<file path="src/hdl/rc4_pkg.sv">
package rc4_pkg;

    localparam int BYTE_W        = 8;
    localparam int PERM_DEPTH    = 256;
    localparam int PERM_AW       = 8;
    localparam int KEY_DEPTH_DEF = 256;

    typedef enum logic [7:0] {
        ST_IDLE  = 8'b0000_0001,
        ST_D_J   = 8'b0000_0010,
        ST_D_T   = 8'b0000_0100,
        ST_D_OUT = 8'b0000_1000,
        ST_K_N   = 8'b0001_0000,
        ST_K_J   = 8'b0010_0000,
        ST_K_W1  = 8'b0100_0000,
        ST_K_W2  = 8'b1000_0000
    } state_t;

endpackage

</file>
<file path="src/hdl/rc4_ram.sv">
module rc4_ram #(
    parameter int WIDTH = rc4_pkg::BYTE_W,
    parameter int DEPTH = rc4_pkg::PERM_DEPTH,
    localparam int AW   = (DEPTH > 1) ? $clog2(DEPTH) : 1
) (
    input  logic             clk,
    input  logic             we,
    input  logic [AW-1:0]    waddr,
    input  logic [WIDTH-1:0] wdata,
    input  logic             re,
    input  logic [AW-1:0]    raddr,
    output logic [WIDTH-1:0] rdata
);

    logic [WIDTH-1:0] mem [DEPTH];
    logic [WIDTH-1:0] rdata_reg;

    // read-first: a read and a write to the same entry return the old data
    always_ff @(posedge clk)
    begin
        if (we)
        begin
            mem[waddr] <= wdata;
        end
        if (re)
        begin
            rdata_reg <= mem[raddr];
        end
    end

    assign rdata = rdata_reg;

endmodule

</file>
<file path="config.mk">
export PLATFORM = sky130hd
export DESIGN_NAME = rc4_ram
export DESIGN_NICKNAME = d
export VERILOG_FILES = /design/src/hdl/rc4_pkg.sv /design/src/hdl/rc4_ram.sv
export SDC_FILE = /design/constraint.sdc
export NUM_CORES = 2
export LEC_CHECK = 0
export BUFFER_PORTS_ARGS = -buffer_cell sky130_fd_sc_hd__buf_2
export CAP_MARGIN = 20
export CORE_AREA = 2 2 384 386
export DETAILED_ROUTE_END_ITERATION = 16
export DIE_AREA = 0 0 386 388
export HOLD_SLACK_MARGIN = 0.12
export PLACE_DENSITY = 0.7
export SYNTH_ARGS = -nofsm -noshare
export SYNTH_HDL_FRONTEND = slang
export SYNTH_SLANG_ARGS = --single-unit
</file>
<file path="constraint.sdc">
create_clock -name clk -period 3.2 [get_ports clk]
set_input_delay 0.32 -clock clk [delete_from_list [all_inputs] [get_ports clk]]
set_output_delay 0.32 -clock clk [all_outputs]
set_load 0.005 [all_outputs]
</file>
---- Word-level counts from Yosys, hierarchy flattened ----
Memory sizes are Yosys's and may differ from the RTL's. A register that Yosys moved wholly into a read port is not among the register bits.
Cells that the tools add are included.
operators by class
  mux-type cells .......................... 2
operators by type and width
  operator  number
  $mux 1    2
storage, ports and cells
  register bits ........................... 0
  RAM bits ................................ 2,048
  input bits .............................. 27
  output and inout port bits .............. 8
  word-level logic and storage cells ...... 3
  memories kept ........................... 1
memories
  name  depth  bits a word  read ports  clocked after memory_dff  write ports  line           RTL
  mem   256    8            1           1                         1            rc4_ram.sv:15  logic [WIDTH-1:0] mem [DEPTH];

---- Logic depth before layout (Yosys ltp) ----
  depth in word-level cells ............... 2
  depth in mapped cells ................... 11
  depth with buffers taken out ............ 6

---- Worst setup path after synthesis ----
Ideal clock, no wire load.
  kind .................................... input to register
  start point ............................. input raddr[0]
  end point ............................... register rdata_reg[2], in the netlist rdata[2], read port of mem, data pin
  library setup time ...................... 269 ps
  data arrival time ....................... 2,127 ps
  data required time ...................... 2,931 ps
  slack ................................... 804 ps
  stages .................................. 9
  path buffers ............................ 4
  path through ............................ buf_6 > buf_12 > buf_8 > buf_2 > mux4_2 > a22oi_1 > a21oi_1 > nor4_1 > nor4_2
RTL lines
  what                line           RTL
  start: declaration  rc4_ram.sv:11  input logic [AW-1:0] raddr,
  end: declaration    rc4_ram.sv:16  logic [WIDTH-1:0] rdata_reg;

==> metrics.yaml <==
cap_violations: 0
worst_pin_slew_ns: 1.14
holdWs_ns: 0.156
netlist_instances: 3733
clock_latency_ns: 0.83
ff2ff_path_depth: 6
fillers: 9571
avgSynthCellArea_um2: 21.3
root_buffer: "clkbuf_16"
worst-setup-path-type: "register to register"
regToRegSetupSlack_ns: 0.07
grt_pass1_wl_um: 280000
syn2layout_area_growth_pct: 14.6
yosysUniqueCellTypes: 54
place_hpwl_um: 123000
async_reset_ff_frac: 0
skew_ns: 0.0290
cp.arrival_ns: 3.64
seq_area_frac_synth: 0.775
io_buffers: 34
cp_max_fo: 1
dr.first_iter.drc_count: 5235
r2r-start: "mem[208][3]"
drive_above_1_share: 0.284
antenna_found_initial: 11
nNetsFinal: 4213
drv_slew: 0
dpl.cell_count: 5899
crit_path_end_kind: "register"
routed_wl_um: 194000
dieArea_mm2: 0.150
hold_path_class: "input pin to register"
cts.clk_slew.worst_paths_ns: 0.06
p_leak_nw: 29.1
hold_viol: 0
synth_edf_count: 2056
drcViolationCount: 0
rr_endpoint: "rdata[3]"
fin_area_mm2: 0.0913
antenna_left: 0
max-vdd-ir-drop_mv: 0.533
layout_commonest_cell: "edfxtp_1"
placed_area_mm2: 0.0849
synthesis.nets: 3760
grt_pass1_vias: 40500
firstDrtPassIters: 5
overflow: 0
largest_register_ffs: 2048
critPathLaunchType: "register"
setup_viol_count_final: 0
die_h_um: 388
clockBufferDepth: 3
grt_max_degree: 119
synth-main-ff-cell: "edfxtp_1"
setup.worst_path.start: "mem[208][3]"
outcome: "complete, no violations"
fmax_mhz: 320
postSynthRegisterBits: 2056
rsz0062_at_grt: "false"
cts_num_sinks: 2056
place_congestion: 0.852
synth.cell_area_mm2: 0.0796
coreArea_mm2: 0.145
rows: 140
final_cells: 6272
routedWlPerCell_um: 30.9
period_share: 0.977
cellPowerDensity_mw_per_mm2: 606
vias_per_cell: 6.45
initial_core_util: 0.548
required_ns: 3.72
relSlewSlack: 0.234
htree_num_levels: 4
cts_tree: "yes"
cts_buffers: 197
most-common-layout-cells: "edfxtp_1, mux4_2, buf_4"
num_vias: 40500
die_w_um: 386
yosys_warnings: 0
num_io_pins: 35
fin_crit_ns: 3.13
track_usage: 0.262
worstSetupEndpoint: "rdata[3]"
p_total_mw: 55.3
[worst max-delay path: stages, from the launching register on]
cell	delay [ns]
edfxtp_1	0.36
mux4_2	0.45
a22o_1	0.27
a221oi_1	0.56
o32ai_1	0.21
nor3_1	0.86
nor4_1	0.12
[report_power, final]
group          switching (mW)  internal (mW)
registers              0.0470           29.7
clock network            9.88           12.8
logic                    1.77           1.06
total                    11.7           43.6
[how the worst min path moves through the flow]
stage / startpoint / end / slack [ns] / depth (start not counted)
CTS: wdata[5] / mem[71][5] / 0.14 / 1
floorplan: wdata[0] / mem[0][0] / 0.42 / 0
global placement: re / rdata[7] / 0.79 / 1
global route: wdata[5] / mem[71][5] / 0.17 / 1
detailed placement: re / rdata[7] / 0.78 / 1
finish: wdata[5] / mem[71][5] / 0.16 / 1
[per-layer routing]
layer,share of wire,GRT usage,vias to the layer above
met5,0.00044,0,-
met4,0.038,0.0963,14
met3,0.099,0.0513,371
met2,0.48,0.406,2291
met1,0.38,0.374,21200
li1,-,-,16600
[cell families (layout without fill, tap and decap cells)]
family | count (synthesis) | count (layout) | share of synthesized area
and+or+nand+nor | 466 | 466 | 0.0263
AOI/OAI and AO/OA | 385 | 385 | 0.0342
buffers and inverters | 235 | 854 | 0.0183
DFF | 2056 | 2056 | 0.775
muxes | 591 | 591 | 0.146
other | 0 | 3 | 0
[final cells by class]
| class | count | area [um2] | area share |
|---|---|---|---|
| Clock inverter | 126 | 1170 | 0.0129 |
| Multi-Input combinational cell | 1442 | 16500 | 0.181 |
| Timing Repair Buffer | 487 | 4310 | 0.0472 |
| Inverter | 2 | 7.51 | 0.0000823 |
| Antenna cell | 3 | 7.51 | 0.0000823 |
| Clock buffer | 239 | 5130 | 0.0562 |
| Tap cell | 1917 | 2400 | 0.0263 |
| Sequential cell | 2056 | 61700 | 0.677 |
[stage by stage]
stage          worst slack, ns  utilization  TNS [ns]
3_5_place_dp            -0.537        0.585     -2.41
4_1_cts                  0.210        0.628         0
6_report                0.0726        0.628         0
2_1_floorplan            0.804            -         0
5_1_grt                  0.115        0.628         0
3_3_place_gp            -0.628        0.584     -3.61
[cells in the mapped netlist, types with 4 or more instances]
cell type     n  area (um2)
nor3_1       22         110
nor2_1      282        1060
mux2i_1     134        1340
buf_6        21         236
buf_8        13         195
nand2_1      33         124
a211oi_1     16         120
a221oi_1     13         114
o22ai_1      28         175
clkbuf_1    111         417
o211ai_1     10        75.1
buf_2        31         155
buf_1        22        82.6
nand3_1      34         170
mux4_2      454       10200
o22a_1        5        43.8
o21ai_0      10        50.1
nor4_1       24         150
a22oi_1     133         998
buf_12        8         160
nand2b_1      8        50.1
a21oi_1      96         480
buf_4        27         203
nor2b_1      31         194
a22o_1        8        70.1
nand4_1      10        62.6
edfxtp_1   2056       61700
o32ai_1       4        35.0
o221ai_1     46         403
or2_2         4        25.0
and2_1        6        37.5
[timing repair]
| action | CTS | global route |
|---|---|---|
| hold endpoints to repair | 131 | 0 |
| hold buffers | 4 | 0 |
| buffers inserted | 0 | 0 |
| gates resized for setup | 0 | 0 |
Power figures use the tool's default switching activity.
